[src/eic_pkg.sv]
// Shared types and constants of the external interrupt controller.
package eic_pkg;

    localparam int unsigned LINES     = 8;
    localparam int unsigned SENSE_W   = 2;
    localparam int unsigned LINE_W    = 3;
    localparam int unsigned CFG_IDX_W = 2;

    typedef enum logic [1:0]
    {
        MODE_TICK  = 2'd0,
        MODE_WRITE = 2'd1,
        MODE_READ  = 2'd2,
        MODE_ACK   = 2'd3
    } mode_t;

    typedef enum logic [SENSE_W-1:0]
    {
        SENSE_LOW    = 2'd0,
        SENSE_CHANGE = 2'd1,
        SENSE_FALL   = 2'd2,
        SENSE_RISE   = 2'd3
    } sense_t;

    typedef enum logic [CFG_IDX_W-1:0]
    {
        CFG_SENSE_LOW  = 2'd0,
        CFG_SENSE_HIGH = 2'd1,
        CFG_UNUSED_2   = 2'd2,
        CFG_UNUSED_3   = 2'd3
    } cfg_index_t;

    typedef enum logic
    {
        SEL_MASK  = 1'b0,
        SEL_FLAGS = 1'b1
    } reg_select_t;

endpackage

[src/external_interrupt_controller.sv]
// External interrupt controller: eight lines, programmable sense, mask and flags.
//
// Takes one request per clock cycle while in_ready is high. Each request is
// captured in an input register and then, when the result register can
// advance, applied to the mask, flag and previous-pin state while its result
// (read data and mask AND flags) is loaded into the result register. in_ready
// drops only while both the input register and the result register are full
// and the result is not being taken. Sense registers are written through the
// configuration port, which is always ready.
module external_interrupt_controller
(
    input  logic                            clk,
    input  logic                            rst_n,
    input  logic                            in_valid,
    output logic                            in_ready,
    input  logic [1:0]                      mode,
    input  logic [7:0]                      pin_levels,
    input  logic                            reg_select,
    input  logic [7:0]                      write_data,
    input  logic [eic_pkg::LINE_W-1:0]      ack_line,
    output logic                            out_valid,
    input  logic                            out_ready,
    output logic [7:0]                      read_data,
    output logic [7:0]                      irq_pending,
    input  logic                            cfg_valid,
    output logic                            cfg_ready,
    input  logic [eic_pkg::CFG_IDX_W-1:0]   cfg_index,
    input  logic [7:0]                      cfg_data
);
    import eic_pkg::*;

    logic [7:0]              sense_low_reg;
    logic [7:0]              sense_high_reg;
    logic [LINES-1:0]        mask_reg;
    logic [LINES-1:0]        mask_next;
    logic [LINES-1:0]        flags_reg;
    logic [LINES-1:0]        flags_next;
    logic [LINES-1:0]        prev_pins_reg;
    logic [LINES-1:0]        prev_pins_next;

    logic                    s1_valid_reg;
    mode_t                   s1_mode_reg;
    logic [LINES-1:0]        s1_pins_reg;
    reg_select_t             s1_sel_reg;
    logic [7:0]              s1_data_reg;
    logic [LINE_W-1:0]       s1_ack_reg;

    logic                    out_valid_reg;
    logic [7:0]              read_data_reg;
    logic [7:0]              read_data_next;
    logic [LINES-1:0]        irq_reg;

    logic                    advance;
    logic                    in_fire;
    logic [2*LINES-1:0]      sense_all;

    assign advance   = !out_valid_reg || out_ready;
    assign in_ready  = !s1_valid_reg || advance;
    assign in_fire   = in_valid && in_ready;
    assign cfg_ready = 1'b1;
    assign sense_all = {sense_high_reg, sense_low_reg};

    assign out_valid   = out_valid_reg;
    assign read_data   = read_data_reg;
    assign irq_pending = irq_reg;

    always_ff @(posedge clk or negedge rst_n)
    begin
        if (!rst_n)
        begin
            sense_low_reg  <= '0;
            sense_high_reg <= '0;
        end
        else if (cfg_valid && cfg_ready)
        begin
            unique case (cfg_index_t'(cfg_index))
                CFG_SENSE_LOW:  sense_low_reg  <= cfg_data;
                CFG_SENSE_HIGH: sense_high_reg <= cfg_data;
                default:        ;
            endcase
        end
    end

    // Input register
    always_ff @(posedge clk or negedge rst_n)
    begin
        if (!rst_n)
            s1_valid_reg <= 1'b0;
        else if (in_ready)
            s1_valid_reg <= in_valid;
    end

    always_ff @(posedge clk)
    begin
        if (in_fire)
        begin
            s1_mode_reg <= mode_t'(mode);
            s1_pins_reg <= pin_levels;
            s1_sel_reg  <= reg_select_t'(reg_select);
            s1_data_reg <= write_data;
            s1_ack_reg  <= ack_line;
        end
    end

    always_comb
    begin
        sense_t sense;
        logic   now;
        logic   prev;
        sense          = SENSE_LOW;
        now            = 1'b0;
        prev           = 1'b0;
        mask_next      = mask_reg;
        flags_next     = flags_reg;
        prev_pins_next = prev_pins_reg;
        read_data_next = '0;
        unique case (s1_mode_reg)
            MODE_TICK:
            begin
                for (int k = 0; k < LINES; k++)
                begin
                    sense = sense_t'(sense_all[SENSE_W*k +: SENSE_W]);
                    now   = s1_pins_reg[k];
                    prev  = prev_pins_reg[k];
                    unique case (sense)
                        SENSE_LOW:    flags_next[k] = !now;
                        SENSE_CHANGE: flags_next[k] = flags_reg[k] | (now ^ prev);
                        SENSE_FALL:   flags_next[k] = flags_reg[k] | (!now && prev);
                        SENSE_RISE:   flags_next[k] = flags_reg[k] | (now && !prev);
                        default:      flags_next[k] = flags_reg[k];
                    endcase
                end
                prev_pins_next = s1_pins_reg;
            end
            MODE_WRITE:
            begin
                if (s1_sel_reg == SEL_MASK)
                    mask_next = s1_data_reg;
                else
                    flags_next = flags_reg & ~s1_data_reg;
            end
            MODE_READ:
            begin
                read_data_next = (s1_sel_reg == SEL_MASK) ? mask_reg : flags_reg;
            end
            MODE_ACK:
            begin
                flags_next[s1_ack_reg] = 1'b0;
            end
            default: ;
        endcase
    end

    // State and result register
    always_ff @(posedge clk or negedge rst_n)
    begin
        if (!rst_n)
        begin
            mask_reg      <= '0;
            flags_reg     <= '0;
            prev_pins_reg <= '0;
            out_valid_reg <= 1'b0;
        end
        else if (advance)
        begin
            out_valid_reg <= s1_valid_reg;
            if (s1_valid_reg)
            begin
                mask_reg      <= mask_next;
                flags_reg     <= flags_next;
                prev_pins_reg <= prev_pins_next;
            end
        end
    end

    always_ff @(posedge clk)
    begin
        if (advance && s1_valid_reg)
        begin
            read_data_reg <= read_data_next;
            irq_reg       <= mask_next & flags_next;
        end
    end

endmodule

[config.mk]
export PLATFORM = sky130hd
export DESIGN_NAME = external_interrupt_controller
export DESIGN_NICKNAME = d
export VERILOG_FILES = /design/src/eic_pkg.sv /design/src/external_interrupt_controller.sv
export SDC_FILE = /design/constraint.sdc
export NUM_CORES = 1
export LEC_CHECK = 0
export BUFFER_PORTS_ARGS = -buffer_cell sky130_fd_sc_hd__buf_4
export CAP_MARGIN = 20
export CORE_MARGIN = 4
export CORE_UTILIZATION = 30
export CTS_CLUSTER_DIAMETER = 100
export DETAILED_ROUTE_END_ITERATION = 10
export PLACE_DENSITY_LB_ADDON = 0.05
export SLEW_MARGIN = 20
export SYNTH_ARGS = -nofsm -noshare
export SYNTH_HDL_FRONTEND = slang
export SYNTH_SLANG_ARGS = --single-unit
[constraint.sdc]
create_clock -name clk -period 1.52 [get_ports clk]
set_clock_uncertainty 0.2 [all_clocks]
set_input_delay 0.152 -clock clk [delete_from_list [all_inputs] [get_ports clk]]
set_output_delay 0.152 -clock clk [all_outputs]
set_load 0.03 [all_outputs]
==> impl_metrics.tcl, run 1 <==
set metrics [dict create \
    syn_inst 294 \
    number_of_global_route_vias_before_repair 2975 \
    r2r-end "irq_pending[7]" \
    final_min_period_over_clock_period 1.11 \
    drc_errors 0 \
    p_per_area_nw_per_um2 1190 \
    average_wire_length_per_cell_after_detail_routing_um 15.7 \
    postSynthRegisterBits 80 \
    floorplan.rows 41 \
    die_area_um2 14700 \
    first_pass_grt_wire_length_um 15500 \
    run_status "complete, but fails checks" \
    reg2regPathDepth 4 \
    worst_ir_drop_vdd_uv 706 \
    postSynth.asyncResetShare 0.525 \
    drv.max_cap_violation_count 0 \
    drive_gt1_frac 0.394 \
    power.sequential.fraction 0.446 \
    clock_insertion_delay_worst_skew_ns 0.34 \
    critPathLaunchType "flip-flop" \
    criticalPathCategory "flip-flop to flip-flop" \
    yosys_warnings 0 \
    cts.sink_count 80 \
    area_delta_synth_final_pct 47.4 \
    vias 2747 \
    power_switching_share 0.283 \
    worstHoldPathCells 3 \
    synth-main-ff-cell "sky130_fd_sc_hd__dfrtp_1" \
    post-route-util 0.451 \
    io_buffers 54 \
    synth.yosys.seq_area_share 0.570 \
    start_point_of_the_worst_hold_path "out_ready" \
    r2r_slack_ns -0.17 \
    worstPathArrival_ns 1.59 \
    initial_antenna_violation_count 0 \
    synth.distinct_cells 40 \
    grt_use_total 0.142 \
    critPathRequiredTime_ns 1.41 \
    hold_slack_ns -0.0713 \
    max_slew_violations 0 \
    crit_fanout 6 \
    routed_wl_um 9570 \
    finalSetupViolCount 23 \
    synth.net_count 347 \
    avgSynthCellArea_um2 13.1 \
    fillcell_total 1176 \
    critical_path_endpoint_category "flip-flop" \
    globalRoute.totalOverflow 0 \
    clock_tree.buffer_depth 2 \
    diodes 0 \
    timing.hold.worst_endpoint "s1_valid_reg" \
    initial_core_util 0.306 \
    violated_checks "negative hold slack, negative setup slack" \
    rr_startpoint "s1_mode_reg[1]" \
    drtAntennaViolNets 0 \
    leakage_uw 0.00250 \
    post_cts_hold_buffer_count 34 \
    die-height_um 121 \
    hpwl_um 6870 \
    timing.final.ws_setup_ns -0.174 \
    clock_tree.htree_level_count 3 \
    synth_enable_flop_cells 38 \
    grt_setup_unrepaired "yes" \
    timing_hold_violations_final 1 \
    grt_start_max_net_pins 22 \
    crit_path_cell_trace "nor3b_4 > buf_6 > mux2i_1 > a21oi_1" \
    post_dr_vias_cell 4.52 \
    crit_path_max_incr_delay_ns 0.50 \
    floorplan.core_area_um2 12600 \
    power.share.clock 0.315 \
    post_synth_instance_area_um2 3850 \
    max_clock_freq_mhz 590 \
    gp_routability_congestion 0.778 \
    num-nets-final 484 \
    combinational_power_share 0.239 \
    ctsRootBufferMaster "sky130_fd_sc_hd__clkbuf_16" \
    clk_pin_slew_worst_paths_ns 0.06 \
    cts_inserted_buffers 9 \
    finalWorstPathRequiredPeriod_ns 1.69 \
    first_iter_violations 126 \
    design.portCount 56 \
    worstHoldPathType "input pin to flip-flop" \
    power.internal_uw 4840 \
    chipWidth_um 121 \
    detail_route.first_pass.iterations 4 \
    tritoncts "built" \
    cpMaxStageDelayCell "sky130_fd_sc_hd__edfxtp_1" \
    switching_power_uw 1920 \
]
-- worst max-delay path: cells and delay by family (launching register included) --
kind	cells	cell delay, ns
flip-flops	1	0.50
buffers and inverters	1	0.19
AND/OR/NAND/NOR	1	0.26
multiplexers	1	0.22
AO/OA/AOI/OAI	1	0.07
-- cell families after synthesis --
| logic type | share of synthesized area |
|---|---|
| flip-flops | 0.570 |
| AND/OR/NAND/NOR | 0.0969 |
| multiplexers | 0.161 |
| AO/OA/AOI/OAI | 0.0832 |
| buffers and inverters | 0.0361 |
| adder cells (fa/ha/maj) | 0.0520 |
| other | 0.000974 |
-- synthesized netlist by cell type (2+ instances only) --
cell type                    n  area [um2]
sky130_fd_sc_hd__dfrtp_1    42        1050
sky130_fd_sc_hd__edfxtp_1   38        1140
sky130_fd_sc_hd__mux2i_1    32         320
sky130_fd_sc_hd__nor2_1     23        86.3
sky130_fd_sc_hd__inv_1      20        75.1
sky130_fd_sc_hd__ha_1       16         200
sky130_fd_sc_hd__mux2_2     16         180
sky130_fd_sc_hd__nand2_1    11        41.3
sky130_fd_sc_hd__a21oi_1     9        45.0
sky130_fd_sc_hd__nand3b_1    9        67.6
sky130_fd_sc_hd__o21ai_0     9        45.0
sky130_fd_sc_hd__mux2_4      8         120
sky130_fd_sc_hd__nand3_1     8        40.0
sky130_fd_sc_hd__a32oi_1     7        61.3
sky130_fd_sc_hd__a21boi_1    5        37.5
sky130_fd_sc_hd__a2bb2oi_1   4        35.0
sky130_fd_sc_hd__buf_4       4        30.0
sky130_fd_sc_hd__nand2b_1    4        25.0
sky130_fd_sc_hd__o21ai_1     3        15.0
sky130_fd_sc_hd__a21o_1      2        15.0
sky130_fd_sc_hd__buf_6       2        22.5
sky130_fd_sc_hd__o211ai_1    2        15.0
sky130_fd_sc_hd__o22a_1      2        17.5
sky130_fd_sc_hd__o311ai_1    2        17.5
-- cells in the final DEF (no fill, tap or decap), types with 2 or more instances in the layout --
master                          Yosys  layout
sky130_fd_sc_hd__a21boi_1           5       4
sky130_fd_sc_hd__a21o_1             2       2
sky130_fd_sc_hd__a21oi_1            9       8
sky130_fd_sc_hd__a2bb2oi_2          0       3
sky130_fd_sc_hd__a32oi_1            7       6
sky130_fd_sc_hd__buf_12             0       5
sky130_fd_sc_hd__buf_4              4      84
sky130_fd_sc_hd__buf_6              2      12
sky130_fd_sc_hd__clkbuf_1           1       2
sky130_fd_sc_hd__clkbuf_16          0      10
sky130_fd_sc_hd__clkbuf_8           0       2
sky130_fd_sc_hd__clkinv_2           0       2
sky130_fd_sc_hd__dfrtp_1           42      41
sky130_fd_sc_hd__dlygate4sd3_1      0      33
sky130_fd_sc_hd__edfxtp_1          38      38
sky130_fd_sc_hd__ha_1              16      16
sky130_fd_sc_hd__inv_1             20      19
sky130_fd_sc_hd__mux2_2            16      16
sky130_fd_sc_hd__mux2_4             8       8
sky130_fd_sc_hd__mux2i_1           32      30
sky130_fd_sc_hd__mux2i_2            0       2
sky130_fd_sc_hd__nand2_1           11       9
sky130_fd_sc_hd__nand2_8            1       2
sky130_fd_sc_hd__nand2b_1           4       2
sky130_fd_sc_hd__nand2b_4           0       2
sky130_fd_sc_hd__nand3_1            8       5
sky130_fd_sc_hd__nand3_2            0       2
sky130_fd_sc_hd__nand3b_1           9       9
sky130_fd_sc_hd__nor2_1            23      21
sky130_fd_sc_hd__nor2_2             0       2
sky130_fd_sc_hd__nor3b_4            1       2
sky130_fd_sc_hd__o211ai_1           2       2
sky130_fd_sc_hd__o21ai_1            3       9
sky130_fd_sc_hd__o21ai_2            0       3
sky130_fd_sc_hd__o22a_1             2       2
-- worst max path at each step --
stage              startpoint        endpoint  cells past startpoint
2_1_floorplan       out_valid   s1_ack_reg[0]                      2
3_3_place_gp   s1_pins_reg[4]  irq_pending[4]                      4
3_5_place_dp   s1_pins_reg[4]  irq_pending[4]                      4
4_1_cts        s1_mode_reg[1]  irq_pending[4]                      5
5_1_grt        s1_pins_reg[4]  irq_pending[4]                      4
6_report       s1_mode_reg[1]  irq_pending[7]                      4
-- per-layer routing --
metal	global-route usage	up-vias	part of all wire
met5	0	-	0
met4	0.0441	0	0.013
met3	0.0452	10	0.039
met2	0.238	44	0.50
met1	0.174	1341	0.45
li1	-	1352	-
-- through the flow --
step	cell area (um2)	TNS (ns)	total power, uW	setup WS, ns	cells
floorplan	3870	-3.40	3860	-0.139	294
global placement	4790	-2.03	4470	-0.189	550
detailed placement	4790	-2.64	4480	-0.244	550
CTS	5540	-2.48	6790	-0.155	605
global route	5670	-4.99	7180	-0.269	608
finish	5670	-2.51	6760	-0.174	608
-- area by class of cell --
class / count / area [um2] / area share
clock buffer: 14 / 285 / 0.0503
clock inverter: 2 / 10.0 / 0.00176
inverter: 21 / 86.3 / 0.0152
multi-input combinational: 185 / 1690 / 0.297
sequential: 80 / 2190 / 0.387
tap: 172 / 215 / 0.0379
timing repair buffer: 134 / 1200 / 0.211
-- power groups by stage --
stage	Clock, uW	Combinational [uW]	Sequential [uW]
final	2130	1620	3020
after floorplan	0	807	3060
after global routing	2300	1790	3080
after detailed placement	0	1430	3040
after CTS	2220	1570	3010
after global placement	0	1420	3040
-- timing repair --
action,4_1_cts,5_1_grt
endpoints found under the hold margin,82,1
pin swaps,9,13
gates resized for setup,21,30
setup buffers,4,5
setup endpoints to repair,24,36
cloned,1,0
Power figures use the tool's default switching activity.
==> run 2: changes to the inputs <==
--- a/config.mk
+++ b/config.mk
@@ -5,6 +5,7 @@
 export SDC_FILE = /design/constraint.sdc
 export NUM_CORES = 1
 export LEC_CHECK = 0
+export ABC_AREA = 1
 export BUFFER_PORTS_ARGS = -buffer_cell sky130_fd_sc_hd__buf_4
 export CAP_MARGIN = 20
 export CORE_MARGIN = 4
==> impl_metrics.tcl, run 2 <==
set metrics [dict create \
    max_slew_violations 0 \
    fillcell_total 1251 \
    rr_startpoint "s1_pins_reg[1]" \
    power.total_uw 7480 \
    worstHoldPathCells 5 \
    layout.cells.most_common_list "sky130_fd_sc_hd__nand2_1, sky130_fd_sc_hd__buf_4, sky130_fd_sc_hd__inv_1" \
    power_switching_share 0.333 \
    cts.sink_count 80 \
    hpwl_um 7050 \
    leakage_uw 0.00264 \
    chipWidth_um 122 \
    yosys_warnings 0 \
    simple_gate_fraction_of_synth_area 0.207 \
    post_dr_vias_cell 4.46 \
    synth-xor-area-share 0 \
    post_synth_instance_area_um2 3910 \
    worst_ir_drop_vdd_uv 670 \
    p_per_area_nw_per_um2 1300 \
    routed_wl_um 10100 \
    mostFrequentLayoutCell "sky130_fd_sc_hd__nand2_1" \
    die_area_um2 14900 \
    ctsRootBufferMaster "sky130_fd_sc_hd__clkbuf_16" \
    max_clock_freq_mhz 638 \
    drc_errors 0 \
    power.sequential.fraction 0.426 \
    synth_top_family_by_area "simple AND/OR/NAND/NOR gates" \
    finish.instance_area_um2 5760 \
    switching_power_uw 2490 \
    diodes 0 \
    synth.largest_area_cell "sky130_fd_sc_hd__edfxtp_1" \
    timing.max_slew.rel_slack 0.647 \
    placed_cell_area_um2 4750 \
    pre_cts_ws_ns -0.138 \
    synth_fa_ha_area_frac 0.0512 \
    combinational_power_share 0.303 \
    post-place-cells 672 \
    timing.hold.worst_endpoint "s1_valid_reg" \
    run_status "complete, but fails checks" \
    power.internal_uw 4990 \
    power.share.clock 0.271 \
    synth.yosys.seq_area_share 0.560 \
    finalWorstPathRequiredPeriod_ns 1.57 \
    die-height_um 122 \
    num-nets-final 612 \
    r2r_slack_ns -0.05 \
    first_iter_violations 161 \
    io_buffers 54 \
    synth.net_count 483 \
    postSynthRegisterBits 80 \
    detail_route.first_pass.iterations 4 \
    ys_top_cells_by_area "sky130_fd_sc_hd__edfxtp_1, sky130_fd_sc_hd__dfrtp_1, sky130_fd_sc_hd__nand2_1" \
    floorplan.rows 41 \
    worstHoldPathType "input pin to flip-flop" \
    design.portCount 56 \
    drtAntennaViolNets 0 \
    drv.max_cap_violation_count 0 \
    reg2regPathDepth 7 \
    grt_use_total 0.146 \
    multiInputGateArea_um2 1740 \
    avgSynthCellArea_um2 9.10 \
    critPathLaunchType "flip-flop" \
    gp_routability_congestion 0.832 \
    synth.mux.area_fraction 0 \
    timing_hold_violations_final 2 \
    initial_antenna_violation_count 0 \
    area_delta_synth_final_pct 47.1 \
    vias 3284 \
    first_pass_grt_wire_length_um 16300 \
    sequential_cell_area_um2 2190 \
    r2r-end "irq_pending[1]" \
    clock_tree.htree_level_count 3 \
    worstPathArrival_ns 1.47 \
    critical_path_endpoint_category "flip-flop" \
    hold_slack_ns -0.0285 \
    synth.distinct_cells 26 \
    finalSetupViolCount 10 \
    cts_inserted_buffers 9 \
    violated_checks "negative hold slack, negative setup slack" \
    grt_start_max_net_pins 25 \
    drive_gt1_frac 0.348 \
    average_wire_length_per_cell_after_detail_routing_um 13.7 \
    final_min_period_over_clock_period 1.03 \
    synth-main-ff-cell "sky130_fd_sc_hd__dfrtp_1" \
    critPathRequiredTime_ns 1.42 \
    finish.cell_count_without_fillers 736 \
    synth_top_area_frac 0.292 \
    syn_inst 430 \
    synth.cells.most_frequent "sky130_fd_sc_hd__nand2_1, sky130_fd_sc_hd__inv_1, sky130_fd_sc_hd__dfrtp_1, sky130_fd_sc_hd__edfxtp_1, sky130_fd_sc_hd__o21ai_0" \
    clock_insertion_delay_worst_skew_ns 0.35 \
    floorplan.core_area_um2 12700 \
    timing.final.ws_setup_ns -0.0478 \
    globalRoute.totalOverflow 0 \
    number_of_global_route_vias_before_repair 3240 \
    criticalPathCategory "flip-flop to flip-flop" \
    tritoncts "built" \
    post-route-util 0.452 \
    grt_setup_unrepaired "yes" \
    start_point_of_the_worst_hold_path "out_ready" \
    worstMarginPinSlew_ns 0.528 \
    synth_enable_flop_cells 38 \
    clk_pin_slew_worst_paths_ns 0.06 \
    yosys.cell_count.top_type "sky130_fd_sc_hd__nand2_1" \
    crit_fanout 3 \
    initial_core_util 0.308 \
    clock_tree.buffer_depth 2 \
    postSynth.asyncResetShare 0.525 \
    compound_gate_fraction_of_synth_area 0.114 \
]
## run 2: changes by cell type in the layout (fill, tap and decap cells not counted), moves of 16 or more
cell                      previous run  this run
sky130_fd_sc_hd__o21ai_0             0        26
sky130_fd_sc_hd__nand2_2             1        21
sky130_fd_sc_hd__mux2i_1            30         0
sky130_fd_sc_hd__mux2_2             16         0
sky130_fd_sc_hd__inv_1              19        44
sky130_fd_sc_hd__nand2_1             9       114
## run 2: metrics by stage
stage               hold slack (ns)  TNS (ns)
floorplan                    -0.344     -1.84
finish                      -0.0285    -0.238
global placement             -0.152     -1.06
detailed placement           -0.155     -1.78
CTS                         -0.0891    -0.228
global route                0.00205     -2.34
## run 2: cell type report
type | instances | area share
clock buffers | 12 | 0.0446
clock inverters | 4 | 0.00326
inverters | 54 | 0.0380
multi-input cells | 288 | 0.302
flip-flops and latches | 80 | 0.381
well taps | 172 | 0.0374
repair buffers | 126 | 0.194
## run 2: power groups by stage
stage          Sequential, uW  Clock, uW  Combinational (uW)
2_1_floorplan            3240          0                1110
3_3_place_gp             3200          0                1890
3_5_place_dp             3200          0                1930
4_1_cts                  3170       2110                2150
5_1_grt                  3250       2190                2570
6_report                 3180       2030                2270
## run 2: critical path, stage by stage, from the launching register on
cell and delay (ns):
sky130_fd_sc_hd__edfxtp_1 0.44, sky130_fd_sc_hd__inv_2 0.06, sky130_fd_sc_hd__ha_2 0.16, sky130_fd_sc_hd__or2_4 0.22
sky130_fd_sc_hd__nand3_2 0.05, sky130_fd_sc_hd__nand2_1 0.06, sky130_fd_sc_hd__nand2_2 0.07, sky130_fd_sc_hd__a21oi_1 0.06
## run 2: cell families after synthesis
| group | Yosys count |
|---|---|
| AND/OR/NAND/NOR | 190 |
| AO/OA/AOI/OAI | 80 |
| flip-flops | 80 |
| buffers and inverters | 63 |
| adder cells (fa/ha/maj) | 16 |
| other | 1 |
## run 2: routing by layer
metal / global-route usage / vias up / wire length (um)
li1: - / 1658 / -
met1: 0.182 / 1554 / 4440
met3: 0.0479 / 14 / 468
met5: 0 / - / 0
met4: 0.0511 / 0 / 195
met2: 0.239 / 58 / 5010
## run 2: worst max-delay path by stage
| stage | endpoint | start | cells past startpoint |
|---|---|---|---|
| floorplan | s1_ack_reg[0] | out_valid | 3 |
| global placement | irq_pending[6] | s1_pins_reg[6] | 7 |
| detailed placement | irq_pending[7] | s1_pins_reg[7] | 7 |
| CTS | irq_pending[5] | s1_pins_reg[5] | 7 |
| global route | irq_pending[1] | s1_pins_reg[1] | 6 |
| finish | irq_pending[1] | s1_pins_reg[1] | 7 |
## run 2: what timing repair did
action                                  CTS  global route
gates resized for setup                  36            47
pin swaps                                11             9
hold buffers                             33             1
buffers inserted                          8             5
endpoints found under the hold margin    82             1
endpoints found under the setup margin   35            38
cloned                                    1             0
==> run 3: changes to the inputs <==
==> constraint.sdc (replaced) <==
create_clock -name clk -period 1.6 [get_ports clk]
set_clock_uncertainty 0.2 [all_clocks]
set_input_delay 0.16 -clock clk [delete_from_list [all_inputs] [get_ports clk]]
set_output_delay 0.16 -clock clk [all_outputs]
set_load 0.03 [all_outputs]
==> impl_metrics.tcl, run 3 (synthesized netlist as in run 2, its figures left out) <==
set metrics [dict create \
    power.total_uw 6990 \
    io_buffers 54 \
    timing.final.ws_setup_ns 0.0263 \
    cts_inserted_buffers 9 \
    design.portCount 56 \
    die-height_um 122 \
    grt_setup_unrepaired "yes" \
    criticalPathCategory "flip-flop to flip-flop" \
    drc_errors 0 \
    floorplan.rows 41 \
    reg2regPathDepth 7 \
    rr_startpoint "s1_pins_reg[1]" \
    drtAntennaViolNets 0 \
    first_iter_violations 135 \
    die_area_um2 14900 \
    max_clock_freq_mhz 635 \
    routed_wl_um 10400 \
    clk_pin_slew_worst_paths_ns 0.06 \
    timing_hold_violations_final 0 \
    initial_antenna_violation_count 0 \
    diodes 0 \
    switching_power_uw 2330 \
    r2r_slack_ns 0.03 \
    clock_tree.htree_level_count 3 \
    average_wire_length_per_cell_after_detail_routing_um 14.3 \
    p_per_area_nw_per_um2 1250 \
    power.internal_uw 4660 \
    chipWidth_um 122 \
    number_of_global_route_vias_before_repair 3241 \
    finish.cell_count_without_fillers 728 \
    post_dr_vias_cell 4.56 \
    finalSetupViolCount 0 \
    layout.cells.most_common_list "sky130_fd_sc_hd__nand2_1, sky130_fd_sc_hd__buf_4, sky130_fd_sc_hd__inv_1" \
    power.share.clock 0.274 \
    ctsRootBufferMaster "sky130_fd_sc_hd__clkbuf_16" \
    initial_core_util 0.308 \
    vias 3317 \
    grt_start_max_net_pins 26 \
    worstHoldPathCells 5 \
    critical_path_endpoint_category "flip-flop" \
    hpwl_um 7090 \
    critPathLaunchType "flip-flop" \
    detail_route.first_pass.iterations 5 \
    mostFrequentLayoutCell "sky130_fd_sc_hd__nand2_1" \
    start_point_of_the_worst_hold_path "out_ready" \
    power.sequential.fraction 0.435 \
    max_slew_violations 0 \
    drv.max_cap_violation_count 0 \
    post-route-util 0.439 \
    crit_fanout 3 \
    startpoint "s1_pins_reg[1]" \
    cts.sink_count 80 \
    worst_ir_drop_vdd_uv 705 \
    worstHoldPathType "input pin to flip-flop" \
    power_switching_share 0.333 \
    area_delta_synth_final_pct 42.8 \
    critPathRequiredTime_ns 1.49 \
    post-place-cells 664 \
    drive_gt1_frac 0.308 \
    leakage_uw 0.00258 \
    gp_routability_congestion 0.790 \
    clock_tree.buffer_depth 2 \
    final_min_period_over_clock_period 0.984 \
    run_status "completed" \
    clock_insertion_delay_worst_skew_ns 0.34 \
    pre_cts_ws_ns -0.0609 \
    worstPathArrival_ns 1.47 \
    first_pass_grt_wire_length_um 16300 \
    combinational_power_share 0.291 \
    grt_use_total 0.144 \
    tritoncts "built" \
    floorplan.core_area_um2 12700 \
    globalRoute.totalOverflow 0 \
    num-nets-final 604 \
    finalWorstPathRequiredPeriod_ns 1.57 \
]
[run 3: area by class of cell]
cell class | instances | area, um2
repair buffers | 117 | 1000
clock buffers | 15 | 268
well taps | 172 | 215
fillers | 1297 | 7130
clock inverters | 1 | 3.75
flip-flops and latches | 80 | 2190
multi-input cells | 289 | 1690
inverters | 54 | 214
[run 3: what timing repair did]
item                                    in CTS  in global routing
hold buffers                                35                  0
endpoints found under the setup margin       9                 32
endpoints found under the hold margin       82                  0
setup buffers                                3                  8
pin swaps                                    2                  7
cloned                                       0                  2
resized for setup                           14                 47
[run 3: per-layer routing]
| layer | global-route usage | wire length (um) | vias up | share of wire |
|---|---|---|---|---|
| met1 | 0.180 | 4640 | 1599 | 0.45 |
| met2 | 0.241 | 5210 | 64 | 0.50 |
| met3 | 0.0442 | 399 | 12 | 0.038 |
| met4 | 0.0441 | 157 | 0 | 0.015 |
| met5 | 0 | 0 | - | 0 |
| li1 | - | - | 1642 | - |
[run 3: stage by stage]
step | cell area [um2] | hold slack [ns] | TNS [ns]
6_report | 5590 | 0.0334 | 0
3_3_place_gp | 4670 | -0.0778 | -0.106
5_1_grt | 5590 | 0.0780 | -0.129
2_1_floorplan | 3940 | -0.336 | -0.0510
4_1_cts | 5360 | 0.0252 | 0
3_5_place_dp | 4670 | -0.0844 | -0.172
[run 3: worst paths after layout]
kind,endpoint
min,out_valid
max,irq_pending[1]
max in group asynchronous,prev_pins_reg[4]
max reg2reg,irq_pending[1]
min reg2reg,mask_reg[6]
min in group asynchronous,prev_pins_reg[2]
[run 3: critical path: stages, from the launching register on]
cell and delay, ns:
sky130_fd_sc_hd__edfxtp_1 0.39, sky130_fd_sc_hd__inv_2 0.05, sky130_fd_sc_hd__ha_1 0.18, sky130_fd_sc_hd__or2_4 0.25, sky130_fd_sc_hd__nand3_2 0.06, sky130_fd_sc_hd__nand2_1 0.06
sky130_fd_sc_hd__nand2_2 0.09, sky130_fd_sc_hd__a21oi_2 0.05
[run 3: power by group through the flow]
| stage | registers (uW) | clock network, uW | logic [uW] |
|---|---|---|---|
| 2_1_floorplan | 3070 | 0 | 1050 |
| 3_3_place_gp | 3040 | 0 | 1720 |
| 3_5_place_dp | 3050 | 0 | 1740 |
| 4_1_cts | 3030 | 1990 | 1880 |
| 5_1_grt | 3100 | 2080 | 2310 |
| 6_report | 3040 | 1910 | 2040 |
